<file path="src/rtl/deadlock_detector_assert.svh">
// Assertion macros for the deadlock detector.
// Each macro checks on the rising edge of clk and is disabled during reset.
`ifndef DEADLOCK_DETECTOR_ASSERT_SVH
`define DEADLOCK_DETECTOR_ASSERT_SVH

`ifndef SYNTH
// Same-cycle implication.
`define DD_ASSERT_IMP(label, ante, cons) \
  label: assert property (@(posedge clk) disable iff (!rst_n) (ante) |-> (cons)) \
    else $error("deadlock_detector: same-cycle check failed");
// Next-cycle implication.
`define DD_ASSERT_NXT(label, ante, cons) \
  label: assert property (@(posedge clk) disable iff (!rst_n) (ante) |=> (cons)) \
    else $error("deadlock_detector: next-cycle check failed");
`else
`define DD_ASSERT_IMP(label, ante, cons)
`define DD_ASSERT_NXT(label, ante, cons)
`endif

`endif

</file>
<file path="src/rtl/dd_pkg.sv">
`timescale 1ns / 1ps

package dd_pkg;

  localparam int MAX_PROCS  = 16;
  localparam int MAX_RES    = 16;
  localparam int COUNT_BITS = 8;

  localparam int WORK_BITS = 12;
  localparam int SUM_BITS  = ((WORK_BITS > COUNT_BITS) ? WORK_BITS : COUNT_BITS) + 1;

  localparam int P_BITS    = (MAX_PROCS > 1) ? $clog2(MAX_PROCS) : 1;
  localparam int R_BITS    = (MAX_RES > 1) ? $clog2(MAX_RES) : 1;
  localparam int ADDR_BITS = (MAX_PROCS * MAX_RES > 1) ? $clog2(MAX_PROCS * MAX_RES) : 1;

  // Fixed field widths of the ports
  localparam int OPCODE_BITS   = 2;
  localparam int INDEX_BITS    = 4;
  localparam int IN_COUNT_BITS = 8;
  localparam int PROC_ID_BITS  = 4;

  // Configuration port
  localparam int CFG_BITS       = 5;
  localparam int CFG_DATA_BITS  = 32;
  localparam int CFG_ADDR_BITS  = 3;

  localparam logic [CFG_BITS-1:0] PROC_COUNT_RST = 5'd16;
  localparam logic [CFG_BITS-1:0] RES_COUNT_RST  = 5'd16;

  // Register indexes, selected by paddr[2]
  localparam logic REG_PROC_COUNT = 1'b0;
  localparam logic REG_RES_COUNT  = 1'b1;

  // Opcodes
  localparam logic [OPCODE_BITS-1:0] OP_LOAD_AVAIL = 2'd0;
  localparam logic [OPCODE_BITS-1:0] OP_LOAD_ROW   = 2'd1;
  localparam logic [OPCODE_BITS-1:0] OP_RUN        = 2'd2;

  typedef logic [COUNT_BITS-1:0] cnt_t;
  typedef logic [WORK_BITS-1:0]  work_t;
  typedef logic [SUM_BITS-1:0]   sum_t;
  typedef logic [P_BITS-1:0]     pidx_t;
  typedef logic [R_BITS-1:0]     ridx_t;
  typedef logic [ADDR_BITS-1:0]  addr_t;

  typedef cnt_t avail_arr_t [MAX_RES];

  localparam work_t WORK_MAX = '1;

  // Table write request from the load decoder
  typedef struct packed {
    logic  row_we;
    logic  avail_we;
    addr_t addr;
    ridx_t res;
    cnt_t  avail;
    cnt_t  held;
    cnt_t  wanted;
  } tbl_wr_t;

  // Table read request from the sequencer
  typedef struct packed {
    logic  en;
    addr_t addr;
  } tbl_rd_t;

  function automatic work_t work_sat(input sum_t s);
    work_sat = (s > sum_t'(WORK_MAX)) ? WORK_MAX : s[WORK_BITS-1:0];
  endfunction

  function automatic addr_t addr_of(input pidx_t p, input ridx_t r);
    addr_of = addr_t'(p) * addr_t'(MAX_RES) + addr_t'(r);
  endfunction

endpackage

</file>
<file path="src/rtl/dd_tables.sv">
`timescale 1ns / 1ps

module dd_tables (
  input  logic               clk,
  input  dd_pkg::tbl_wr_t    wr_i,
  input  dd_pkg::tbl_rd_t    rd_i,
  output dd_pkg::cnt_t       held_q_o,
  output dd_pkg::cnt_t       req_q_o,
  output dd_pkg::avail_arr_t avail_o
);
  import dd_pkg::*;

  cnt_t held_mem [MAX_PROCS * MAX_RES];
  cnt_t req_mem  [MAX_PROCS * MAX_RES];
  cnt_t avail_r  [MAX_RES];
  cnt_t held_q_r;
  cnt_t req_q_r;

  // Process rows: one write port, one registered read port
  always_ff @(posedge clk) begin
    if (wr_i.row_we) begin
      held_mem[wr_i.addr] <= wr_i.held;
      req_mem[wr_i.addr]  <= wr_i.wanted;
    end
    if (rd_i.en) begin
      held_q_r <= held_mem[rd_i.addr];
      req_q_r  <= req_mem[rd_i.addr];
    end
  end

  always_ff @(posedge clk) begin
    if (wr_i.avail_we) begin
      avail_r[wr_i.res] <= wr_i.avail;
    end
  end

  assign held_q_o = held_q_r;
  assign req_q_o  = req_q_r;
  assign avail_o  = avail_r;

endmodule

</file>
<file path="src/rtl/dd_unit.sv">
`timescale 1ns / 1ps

module dd_unit (
  input  dd_pkg::work_t work_i,
  input  dd_pkg::cnt_t  oper_i,
  output dd_pkg::work_t sum_o,
  output logic          gt_o,
  output logic          nz_o
);
  import dd_pkg::*;

  // Saturating add, request compare and nonzero test on one work entry
  assign sum_o = work_sat(sum_t'(work_i) + sum_t'(oper_i));
  assign gt_o  = sum_t'(oper_i) > sum_t'(work_i);
  assign nz_o  = (oper_i != '0);

endmodule

</file>
<file path="src/rtl/deadlock_detector.sv">
`timescale 1ns / 1ps

// Multi-instance deadlock detector. Load words (available counts, and held
// and wanted counts per process and resource) are accepted while the block
// is idle and can arrive back to back. A run word starts detection and holds
// in_stall high until the last verdict has been handed to the output
// register. A run first scans all processes for empty ones, then per pass
// selects each process in turn, tests each unfinished process resource by
// resource and releases the holdings of each process that finishes; passes
// repeat until one finishes nobody (at most np+1 passes), then np verdict
// words follow, one per cycle while the output is not stalled. The walks
// step one resource at a time because the process tables have one
// registered read port and one compare/add unit is shared by all steps.
// np and nr are proc_count and res_count as clamped to 1..16. The result
// register lets the next word be accepted while the last verdict still waits.
module deadlock_detector (
  input  logic                                clk,
  input  logic                                rst_n,
  // Input channel
  input  logic                                in_valid,
  output logic                                in_stall,
  input  logic [dd_pkg::OPCODE_BITS-1:0]      in_opcode,
  input  logic [dd_pkg::INDEX_BITS-1:0]       in_proc_index,
  input  logic [dd_pkg::INDEX_BITS-1:0]       in_res_index,
  input  logic [dd_pkg::IN_COUNT_BITS-1:0]    in_available_count,
  input  logic [dd_pkg::IN_COUNT_BITS-1:0]    in_held_count,
  input  logic [dd_pkg::IN_COUNT_BITS-1:0]    in_wanted_count,
  // Result channel
  output logic                                out_valid,
  input  logic                                out_stall,
  output logic [dd_pkg::PROC_ID_BITS-1:0]     out_proc_id,
  output logic                                out_is_deadlocked,
  output logic                                out_any_deadlock,
  output logic                                out_last,
  // Configuration port
  input  logic                                psel,
  input  logic                                penable,
  input  logic                                pwrite,
  input  logic [dd_pkg::CFG_ADDR_BITS-1:0]    paddr,
  input  logic [dd_pkg::CFG_DATA_BITS-1:0]    pwdata,
  output logic [dd_pkg::CFG_DATA_BITS-1:0]    prdata,
  output logic                                pready
);
  import dd_pkg::*;

  `include "deadlock_detector_assert.svh"

  typedef enum logic [3:0] {
    S_IDLE,
    S_EMPTY_RD,
    S_EMPTY_CHK,
    S_SCAN,
    S_TEST_RD,
    S_TEST_CHK,
    S_REL_RD,
    S_REL_ADD,
    S_EMIT
  } state_t;

  // ---------------------------------------------------------------------
  // Configuration registers
  // ---------------------------------------------------------------------
  logic [CFG_BITS-1:0] proc_count_r;
  logic [CFG_BITS-1:0] res_count_r;
  logic                cfg_we;

  assign pready = 1'b1;
  assign cfg_we = psel & penable & pwrite & pready;

  always_ff @(posedge clk) begin
    if (!rst_n) begin
      proc_count_r <= PROC_COUNT_RST;
      res_count_r  <= RES_COUNT_RST;
    end else if (cfg_we) begin
      unique case (paddr[2])
        REG_PROC_COUNT: proc_count_r <= pwdata[CFG_BITS-1:0];
        REG_RES_COUNT:  res_count_r  <= pwdata[CFG_BITS-1:0];
        default: ;
      endcase
    end
  end

  assign prdata = (paddr[2] == REG_RES_COUNT) ? CFG_DATA_BITS'(res_count_r)
                                              : CFG_DATA_BITS'(proc_count_r);

  // Last process and resource index of a run; zero acts as one, and a count
  // above the table size acts as the table size.
  pidx_t p_last;
  ridx_t r_last;

  always_comb begin
    if (proc_count_r == '0) begin
      p_last = '0;
    end else if (32'(proc_count_r) > MAX_PROCS) begin
      p_last = P_BITS'(MAX_PROCS - 1);
    end else begin
      p_last = P_BITS'(proc_count_r - CFG_BITS'(1));
    end
    if (res_count_r == '0) begin
      r_last = '0;
    end else if (32'(res_count_r) > MAX_RES) begin
      r_last = R_BITS'(MAX_RES - 1);
    end else begin
      r_last = R_BITS'(res_count_r - CFG_BITS'(1));
    end
  end

  // ---------------------------------------------------------------------
  // Sequencer state
  // ---------------------------------------------------------------------
  state_t                  state_r, state_nxt;
  pidx_t                   p_r, p_nxt;
  ridx_t                   r_r, r_nxt;
  logic                    empty_r, empty_nxt;
  logic                    changed_r, changed_nxt;
  logic                    any_r, any_nxt;
  logic [MAX_PROCS-1:0]    fin_r, fin_nxt;
  work_t                   work_r [MAX_RES];
  work_t                   work_nxt [MAX_RES];

  logic                    out_valid_r, out_valid_nxt;
  logic [PROC_ID_BITS-1:0] out_id_r, out_id_nxt;
  logic                    out_dead_r, out_dead_nxt;
  logic                    out_any_r, out_any_nxt;
  logic                    out_last_r, out_last_nxt;

  logic                    in_acc;
  logic                    emit_load;
  tbl_wr_t                 tbl_wr;
  tbl_rd_t                 tbl_rd;
  cnt_t                    held_q;
  cnt_t                    req_q;
  avail_arr_t              avail;
  cnt_t                    unit_oper;
  work_t                   unit_sum;
  logic                    unit_gt;
  logic                    unit_nz;

  assign in_stall = (state_r != S_IDLE);
  assign in_acc   = in_valid & ~in_stall;

  // Load decode: out-of-range indexes drop the word
  always_comb begin
    tbl_wr          = '0;
    tbl_wr.addr     = addr_of(P_BITS'(in_proc_index), R_BITS'(in_res_index));
    tbl_wr.res      = R_BITS'(in_res_index);
    tbl_wr.avail    = COUNT_BITS'(in_available_count);
    tbl_wr.held     = COUNT_BITS'(in_held_count);
    tbl_wr.wanted   = COUNT_BITS'(in_wanted_count);
    tbl_wr.avail_we = in_acc && (in_opcode == OP_LOAD_AVAIL) &&
                      (32'(in_res_index) < MAX_RES);
    tbl_wr.row_we   = in_acc && (in_opcode == OP_LOAD_ROW) &&
                      (32'(in_proc_index) < MAX_PROCS) && (32'(in_res_index) < MAX_RES);
  end

  dd_tables u_tables (
    .clk      (clk),
    .wr_i     (tbl_wr),
    .rd_i     (tbl_rd),
    .held_q_o (held_q),
    .req_q_o  (req_q),
    .avail_o  (avail)
  );

  // The shared unit tests holdings for zero in the empty scan, compares
  // requests in the test walk and adds holdings in the release walk, always
  // against the work entry of the current resource.
  assign unit_oper = (state_r == S_TEST_CHK) ? req_q : held_q;

  dd_unit u_unit (
    .work_i (work_r[r_r]),
    .oper_i (unit_oper),
    .sum_o  (unit_sum),
    .gt_o   (unit_gt),
    .nz_o   (unit_nz)
  );

  always_comb begin
    logic adv;
    logic row_empty;
    logic dead;
    logic is_last;
    logic any_now;

    adv       = 1'b0;
    row_empty = empty_r & ~unit_nz;
    dead      = ~fin_r[p_r];
    is_last   = (p_r == p_last);
    any_now   = any_r | dead;

    state_nxt   = state_r;
    p_nxt       = p_r;
    r_nxt       = r_r;
    empty_nxt   = empty_r;
    changed_nxt = changed_r;
    any_nxt     = any_r;
    fin_nxt     = fin_r;
    work_nxt    = work_r;
    emit_load   = 1'b0;

    // Drop the result word once it is taken
    out_valid_nxt = out_valid_r & out_stall;
    out_id_nxt    = out_id_r;
    out_dead_nxt  = out_dead_r;
    out_any_nxt   = out_any_r;
    out_last_nxt  = out_last_r;

    tbl_rd.en   = 1'b0;
    tbl_rd.addr = addr_of(p_r, r_r);

    unique case (state_r)
      S_IDLE: begin
        if (in_acc && (in_opcode == OP_RUN)) begin
          // Seed the work vector from the available counts
          for (int i = 0; i < MAX_RES; i++) begin
            work_nxt[i] = work_sat(sum_t'(avail[i]));
          end
          fin_nxt   = '0;
          p_nxt     = '0;
          r_nxt     = '0;
          empty_nxt = 1'b1;
          state_nxt = S_EMPTY_RD;
        end
      end

      S_EMPTY_RD: begin
        tbl_rd.en = 1'b1;
        state_nxt = S_EMPTY_CHK;
      end

      S_EMPTY_CHK: begin
        if (r_r == r_last) begin
          // A process that holds nothing counts as finished
          fin_nxt[p_r] = row_empty;
          r_nxt        = '0;
          empty_nxt    = 1'b1;
          if (is_last) begin
            p_nxt       = '0;
            changed_nxt = 1'b0;
            state_nxt   = S_SCAN;
          end else begin
            p_nxt     = p_r + P_BITS'(1);
            state_nxt = S_EMPTY_RD;
          end
        end else begin
          r_nxt     = r_r + R_BITS'(1);
          empty_nxt = row_empty;
          state_nxt = S_EMPTY_RD;
        end
      end

      S_SCAN: begin
        if (fin_r[p_r]) begin
          adv = 1'b1;
        end else begin
          r_nxt     = '0;
          state_nxt = S_TEST_RD;
        end
      end

      S_TEST_RD: begin
        tbl_rd.en = 1'b1;
        state_nxt = S_TEST_CHK;
      end

      S_TEST_CHK: begin
        if (unit_gt) begin
          adv = 1'b1;
        end else if (r_r == r_last) begin
          r_nxt     = '0;
          state_nxt = S_REL_RD;
        end else begin
          r_nxt     = r_r + R_BITS'(1);
          state_nxt = S_TEST_RD;
        end
      end

      S_REL_RD: begin
        tbl_rd.en = 1'b1;
        state_nxt = S_REL_ADD;
      end

      S_REL_ADD: begin
        work_nxt[r_r] = unit_sum;
        if (r_r == r_last) begin
          fin_nxt[p_r] = 1'b1;
          changed_nxt  = 1'b1;
          adv          = 1'b1;
        end else begin
          r_nxt     = r_r + R_BITS'(1);
          state_nxt = S_REL_RD;
        end
      end

      S_EMIT: begin
        if (!out_valid_r || !out_stall) begin
          emit_load     = 1'b1;
          out_valid_nxt = 1'b1;
          out_id_nxt    = PROC_ID_BITS'(p_r);
          out_dead_nxt  = dead;
          out_any_nxt   = is_last & any_now;
          out_last_nxt  = is_last;
          any_nxt       = any_now;
          if (is_last) begin
            p_nxt     = '0;
            state_nxt = S_IDLE;
          end else begin
            p_nxt = p_r + P_BITS'(1);
          end
        end
      end

      default: state_nxt = S_IDLE;
    endcase

    // Advance to the next process; at the end of a pass either start
    // another or, when nobody finished, move on to the verdicts.
    if (adv) begin
      if (is_last) begin
        p_nxt = '0;
        if (changed_nxt) begin
          changed_nxt = 1'b0;
          state_nxt   = S_SCAN;
        end else begin
          any_nxt   = 1'b0;
          state_nxt = S_EMIT;
        end
      end else begin
        p_nxt     = p_r + P_BITS'(1);
        state_nxt = S_SCAN;
      end
    end
  end

  always_ff @(posedge clk) begin
    if (!rst_n) begin
      state_r     <= S_IDLE;
      p_r         <= '0;
      r_r         <= '0;
      empty_r     <= 1'b0;
      changed_r   <= 1'b0;
      any_r       <= 1'b0;
      fin_r       <= '0;
      out_valid_r <= 1'b0;
    end else begin
      state_r     <= state_nxt;
      p_r         <= p_nxt;
      r_r         <= r_nxt;
      empty_r     <= empty_nxt;
      changed_r   <= changed_nxt;
      any_r       <= any_nxt;
      fin_r       <= fin_nxt;
      out_valid_r <= out_valid_nxt;
    end
    work_r     <= work_nxt;
    out_id_r   <= out_id_nxt;
    out_dead_r <= out_dead_nxt;
    out_any_r  <= out_any_nxt;
    out_last_r <= out_last_nxt;
  end

  assign out_valid         = out_valid_r;
  assign out_proc_id       = out_id_r;
  assign out_is_deadlocked = out_dead_r;
  assign out_any_deadlock  = out_any_r;
  assign out_last          = out_last_r;

  // ---------------------------------------------------------------------
  // Checks
  // ---------------------------------------------------------------------
  `DD_ASSERT_IMP(a_word_from_emit, $rose(out_valid), $past(state_r) == S_EMIT)
  `DD_ASSERT_IMP(a_any_on_last, out_valid && out_any_deadlock, out_last)
  `DD_ASSERT_IMP(a_test_unfinished, state_r == S_TEST_RD, !fin_r[p_r])
  `DD_ASSERT_NXT(a_last_to_idle, emit_load && (p_r == p_last), state_r == S_IDLE)

endmodule

</file>
<file path="config.mk">
export PLATFORM = sky130hd
export DESIGN_NAME = deadlock_detector
export DESIGN_NICKNAME = d
export VERILOG_FILES = /design/src/rtl/dd_pkg.sv /design/src/rtl/dd_tables.sv /design/src/rtl/dd_unit.sv /design/src/rtl/deadlock_detector.sv
export VERILOG_INCLUDE_DIRS = /design/src /design/src/rtl
export SDC_FILE = /design/constraint.sdc
export NUM_CORES = 2
export LEC_CHECK = 0
export BUFFER_PORTS_ARGS = -buffer_cell sky130_fd_sc_hd__buf_2
export CORE_MARGIN = 1
export CORE_UTILIZATION = 58
export CTS_CLUSTER_DIAMETER = 100
export CTS_CLUSTER_SIZE = 16
export DETAILED_ROUTE_END_ITERATION = 10
export PLACE_DENSITY = 0.83
export RECOVER_POWER = 50
export SLEW_MARGIN = 20
export SYNTH_ARGS = -nofsm -noshare
export SYNTH_HDL_FRONTEND = slang
export SYNTH_SLANG_ARGS = --single-unit
</file>
<file path="constraint.sdc">
create_clock -name clk -period 7.71 [get_ports clk]
set_input_delay 1.9275 -clock clk [delete_from_list [all_inputs] [get_ports clk]]
set_output_delay 1.9275 -clock clk [all_outputs]
set_load 0.01 [all_outputs]
</file>
# Yosys cells after proc, flatten, opt, wreduce, memory -nomap -nowiden
# Memory sizes are Yosys's and may differ from the RTL's. A register that Yosys moved wholly into a read port is not among the register bits.
# Index checks and enable logic that the tools add are counted.
# word_totals
word_cells	208
romBits	0
latchBits	0
out_inout_bits	42
ramBits	4096
register_bits	369
inputBits	76
mem_count	2
# op_classes
div_mod_pow	0
mul	0
n_lt_le_gt_ge	10
addsub	7
bitwise_logic	14
n_eq_ne	25
n_reduce_logical	30
n_shift	0
n_mux	74
# mem_list
name	depth	word_bits	rd	rd_ports_with_merged_regs	wr	line_no	text
u_tables.held_mem	256	8	1	1	1	dd_tables.sv:13	cnt_t held_mem [MAX_PROCS * MAX_RES];
u_tables.req_mem	256	8	1	1	1	dd_tables.sv:14	cnt_t req_mem [MAX_PROCS * MAX_RES];
# ops
op	count
$pmux W192 S2	1
$bwmux W192	1
$mux W192	1
$bwmux W128	1
$mux W4	23
$bmux W12 S4	1
$demux W12 S4	1
$mux W12	4
$mux W16	3
$pmux W16 S3	1
$pmux W4 S9	1
$demux W8 S4	1
$mux W1	22
$ne A3 B3 Y1 const B	7
$pmux W4 S5	1
$add A8 B4 Y8	2
$bwmux W16	1
$eq A4 B3 Y1 const B	4
$mux W8	2
$or A16 B16 Y16	1
$add A12 B8 Y13	1
$gt A13 B12 Y1 const B	1
$gt A8 B12 Y1	1
$ne A2 B2 Y1 const B	6
40 further kinds	72

# Longest topological paths before layout
# logic_depth
ltp_word	10
ltp_mapped	20

# Cells and area by module
# From an unflattened synthesis, not the netlist that was laid out.
# hier_totals
cells_unflattened	8623
area_unflattened_um2	176895.9
# by_module_without_submodules
module	seq_area_each_um2	n_inst	cells_each	area_per_inst_um2
dd_tables	127322.1	1	7458	163115.2
deadlock_detector	6816.5	1	1055	12992.5
dd_unit	0.0	1	110	788.3

# Worst setup path after synthesis
# OpenSTA, ideal clock, no wires.
# synth_timing
path_type	reg2reg
from	reg r_r[1]
to	reg work_r[105] (netlist name), data pin
period_less_slack_ns	4.952
setup_ns	0.267
n_path_buf	7
required_time_ns	7.443
t_arrival_ns	4.685
stages_incl_launch_ff	20
slack_ns	2.758
cell_sequence	dfxtp_1 > buf_2 > buf_4 > buf_2 > buf_1 > clkbuf_1 > clkbuf_1 > mux4_2 > mux4_2 > inv_1 > ha_1 > nor2b_1 > o21ai_0 > a211o_1 > a211oi_1 > o21ai_0 > xnor2_1 > nor2_1 > clkbuf_1 > a21oi_1
# synth_via
elab_chain_len	9
word_cells_on_any_way	14
classes_between	add/sub (1); order compare (3); mux (8); bitwise (1); reduce/logical (1)
# synth_lines
item	line_no	text
start, declared	deadlock_detector.sv:113	ridx_t r_r, r_nxt;
start signal, assigned	deadlock_detector.sv:348	r_r <= r_nxt;
$not A4 Y5 (not written as such) (*)	deadlock_detector.sv:171, deadlock_detector.sv:284	
$bmux W12 S4	deadlock_detector.sv:171	.work_i (work_r[r_r]),
$mux W12 (not written as such) (2 in series)	deadlock_detector.sv:171	
$add A12 B8 Y13	dd_unit.sv:13	assign sum_o = work_sat(sum_t'(work_i) + sum_t'(oper_i));
$gt A13 B12 Y1	dd_pkg.sv:68	work_sat = (s > sum_t'(WORK_MAX)) ? WORK_MAX : s[WORK_BITS-1:0];
$mux W12	dd_pkg.sv:68	
$bwmux W192 (*)	deadlock_detector.sv:284	work_nxt[r_r] = unit_sum;
$pmux W192 S2 (*)	deadlock_detector.sv:211	unique case (state_r)
end signal, assigned	deadlock_detector.sv:355	work_r <= work_nxt;
end, declared	deadlock_detector.sv:118	work_t work_r [MAX_RES];
# Mark *: on every way between the ends. The rest lies on a longest branch, timed or not. The select of a mux whose other input is x is not followed.
# A chain may end at the register's enable or synchronous reset.

# Worst setup path after layout
# layout_timing
from	in in_held_count[6] (netlist name)
to	mem u_tables.held_mem[64][6] (netlist name), data pin
# layout_lines
item	line_no	text
start, declared	deadlock_detector.sv:26	input logic [dd_pkg::IN_COUNT_BITS-1:0] in_held_count,
end, declared	dd_tables.sv:13	
# Straight into the memory's write port.

==> results_dict.tcl <==
set metrics [dict create \
    status "finished with violations" \
    failed_checks "DRC, capacitance limit, slew limit" \
    tritoncts_buffers 330 \
    cp.arrival_ns 7.41 \
    timing.setup.tns_ns 0 \
    critPathKind "input pin to flop" \
    total_grt_overflow 0 \
    floorplan.rows 200 \
    die_width_um 550.3 \
    global_placement_routability_congestion 0.8699 \
    clock_path_buffers 4 \
    power_density_mw_per_mm2 230.7 \
    post-cts-setup-buffer-count 0 \
    final-seq-area_mm2 0.1342 \
    design_area_mm2 0.1893 \
    drt.antenna.violating_nets 0 \
    gate_count_post_synth 7699 \
    period_needed_ns 6.884 \
    dp_hpwl_um 252300 \
    setup_violations 0 \
    synth-seq-cells 4481 \
    tightestPinTransition_ns 5.740 \
    yosysMostFrequentCell "sky130_fd_sc_hd__edfxtp_1" \
    mappedNetlistArea_mm2 0.1744 \
    grt_first_pass_wirelength_um 716400 \
    synth-edff-count 4439 \
    die_h_um 550.3 \
    critical_path_required_ns 8.24 \
    critical_path_fanout_max 68 \
    cts_sinks 4481 \
    drc 2 \
    global_route.usage.total_pct 34.21 \
    initial_utilization_pct 58.50 \
    cts_htree_levels 5 \
    max-cap-violations 35 \
    grt_max_degree 212 \
    area_growth_syn_to_layout_pct 8.574 \
    synthDistinctLibCells 72 \
    synth_top_cells_by_count "4439 x sky130_fd_sc_hd__edfxtp_1, 1340 x sky130_fd_sc_hd__mux4_2, 353 x sky130_fd_sc_hd__nor2_1" \
    clock_slew_at_the_register_clock_pins_of_the_worst_setup_and_hold_paths_ns 0.07 \
    io_buffer_count 60 \
    end_kind "flop" \
    worstSkewPairLatency_ns 1.01 \
    cts-root-buf "sky130_fd_sc_hd__clkbuf_16" \
    fillerInstances 17270 \
    syn_avg_cell_area_um2 22.65 \
    postSynth.topFlopCell "sky130_fd_sc_hd__edfxtp_1" \
    multi_input_logic_area_mm2 0.03803 \
    power.leakage_nw 56.57 \
    cts_tree "yes" \
    drt-total-wl_um 518000 \
    cts_resized 0 \
    detailroute.via_count 93040 \
    detail_route.wl_per_cell_um 43.11 \
    hold_buffer_count_at_cts 0 \
    finClkSkew_ns 0.07845 \
    drv_slew 2918 \
    design.die.area_mm2 0.3028 \
    coreArea_mm2 0.2980 \
    launching_element_type_of_the_critical_path "input pin" \
    synth.area.top_cells "sky130_fd_sc_hd__edfxtp_1 76%, sky130_fd_sc_hd__mux4_2 17%, sky130_fd_sc_hd__nor2_1 0.76%" \
    viasPerCell 7.743 \
    synth_largest_type_area_fraction_pct 76.45 \
    detailed_place.area_mm2 0.1806 \
    rsz_0062_raised_after_global_routing "false" \
    num_io_pins 118 \
    drt-pass1-iter-count 11 \
    detailedRoute.firstIterationViolations 18770 \
    post_route_cells_drive_above_1_share_pct 26.88 \
    synth_async_sr_flop_share_pct 0 \
    post-route-util_pct 63.52 \
    antenna_violations_before_repair 45 \
    final_hold_viol_count 0 \
    min-delay-path-class "flop to flop" \
    grt_pass1_vias 90860 \
    post-route-period-util_pct 89.28 \
    synthesis.yosys.warnings 0 \
    nets 8125 \
    fmax_ghz 0.1453 \
    yosysSeqAreaShare_pct 76.93 \
    ir_worst_vdd_v 0.0002114 \
    max_slew_margin_pct -282.7 \
    synth_largest_area_cell "sky130_fd_sc_hd__edfxtp_1" \
]
report_power, final:
| part | switching (mW) | internal (mW) | leakage [nW] |
|---|---|---|---|
| registers | 0.0229 | 26.8 | 40.3 |
| logic | 0.620 | 0.0898 | 12.1 |
| clock network | 8.32 | 7.81 | 4.23 |
| total | 8.97 | 34.7 | 56.6 |
sequential cells by signal (all words and copies together) (netlist names):
signal,count
empty_r,1
changed_r,1
out_valid,1
out_proc_id,4
proc_count_r,5
u_tables.req_q_o,8
u_tables.held_mem,2048
out_last,1
fin_r,16
u_tables.held_q_o,8
any_r,1
u_tables.avail_o,128
out_any_deadlock,1
r_r,4
state_r,4
p_r,4
work_r,192
u_tables.req_mem,2048
res_count_r,5
out_is_deadlocked,1
per-stage QoR:
step / total power [mW] / cells / hold WS (ns) / setup slack [ns]
2_1_floorplan: 27.49 / 7725 / 0.4064 / 2.758
3_3_place_gp: 27.92 / 11620 / 0.4663 / 1.830
3_5_place_dp: 27.99 / 11620 / 0.4697 / 1.702
4_1_cts: 43.50 / 11980 / 0.4818 / 2.247
5_1_grt: 44.26 / 12000 / 0.5262 / 0.9781
6_report: 43.67 / 12020 / 0.4837 / 0.8264
routing by layer:
layer  track usage [%]  vias up  routed length (µm)
met5            0.2502        -                 343
met4             21.61       36               41820
met3             8.707     2343               72180
met2             54.34    10700              247400
met1             42.50    47060              156200
li1                  -    32900                   -
kinds of logic (layout without fill, tap and decap cells):
| kind of cell | Yosys count | after routing | synth area share, % |
|---|---|---|---|
| AND/OR/NAND/NOR | 794 | 794 | 1.932 |
| flip-flops | 4481 | 4481 | 76.93 |
| buffers and inverters | 495 | 825 | 1.396 |
| adder cells (fa/ha/maj) | 29 | 29 | 0.2124 |
| XOR/XNOR | 10 | 10 | 0.05023 |
| AO/OA/AOI/OAI | 520 | 520 | 1.999 |
| multiplexers | 1368 | 1368 | 17.48 |
| other | 2 | 50 | 0.004307 |
placed cells by master (no fill, tap or decap), types with 13 or more instances in the layout:
master and instances:
sky130_fd_sc_hd__nor2_2 18, sky130_fd_sc_hd__nand2_1 267, sky130_fd_sc_hd__nor2b_1 21, sky130_fd_sc_hd__edfxtp_1 4439
sky130_fd_sc_hd__a21oi_1 76, sky130_fd_sc_hd__a221oi_2 17, sky130_fd_sc_hd__a211o_1 22, sky130_fd_sc_hd__nand3_1 36
sky130_fd_sc_hd__dfxtp_1 39, sky130_fd_sc_hd__buf_12 20, sky130_fd_sc_hd__nor2_1 329, sky130_fd_sc_hd__buf_2 32
sky130_fd_sc_hd__a22oi_1 70, sky130_fd_sc_hd__ha_1 28, sky130_fd_sc_hd__o21ai_0 201, sky130_fd_sc_hd__mux2i_1 18
sky130_fd_sc_hd__diode_2 22, sky130_fd_sc_hd__conb_1 28, sky130_fd_sc_hd__inv_1 29, sky130_fd_sc_hd__clkbuf_16 335
sky130_fd_sc_hd__o22ai_1 17, sky130_fd_sc_hd__nand2_2 13, sky130_fd_sc_hd__a221oi_1 18, sky130_fd_sc_hd__buf_4 319
sky130_fd_sc_hd__clkbuf_1 51, sky130_fd_sc_hd__a22o_1 33, sky130_fd_sc_hd__mux4_2 1340, sky130_fd_sc_hd__nor3_1 21
layout make-up:
class	instances	area share, %
clock inverter	12	0.08658
tap	3939	2.603
sequential	4481	70.86
multi-input combinational	2749	20.09
clock buffer	355	4.473
inverter	30	0.05948
antenna	22	0.02908
timing repair buffer	428	1.798
worst paths after layout:
check | start | end | slack (ns) | cells past startpoint
setup reg to reg | p_r[0] | state_r[0] | 1.32 | 8
setup / recovery | in_held_count[6] | u_tables.held_mem[64][6] | 0.83 | 3
hold reg to reg | fin_r[12] | fin_r[12] | 0.48 | 2
hold / removal | fin_r[12] | fin_r[12] | 0.48 | 2
worst max-delay path, stage by stage:
cell and delay [ns]:
sky130_fd_sc_hd__clkbuf_1 2.62, sky130_fd_sc_hd__clkbuf_1 1.34, sky130_fd_sc_hd__clkbuf_2 1.39
Note: power is estimated with default switching activity, not from simulation.
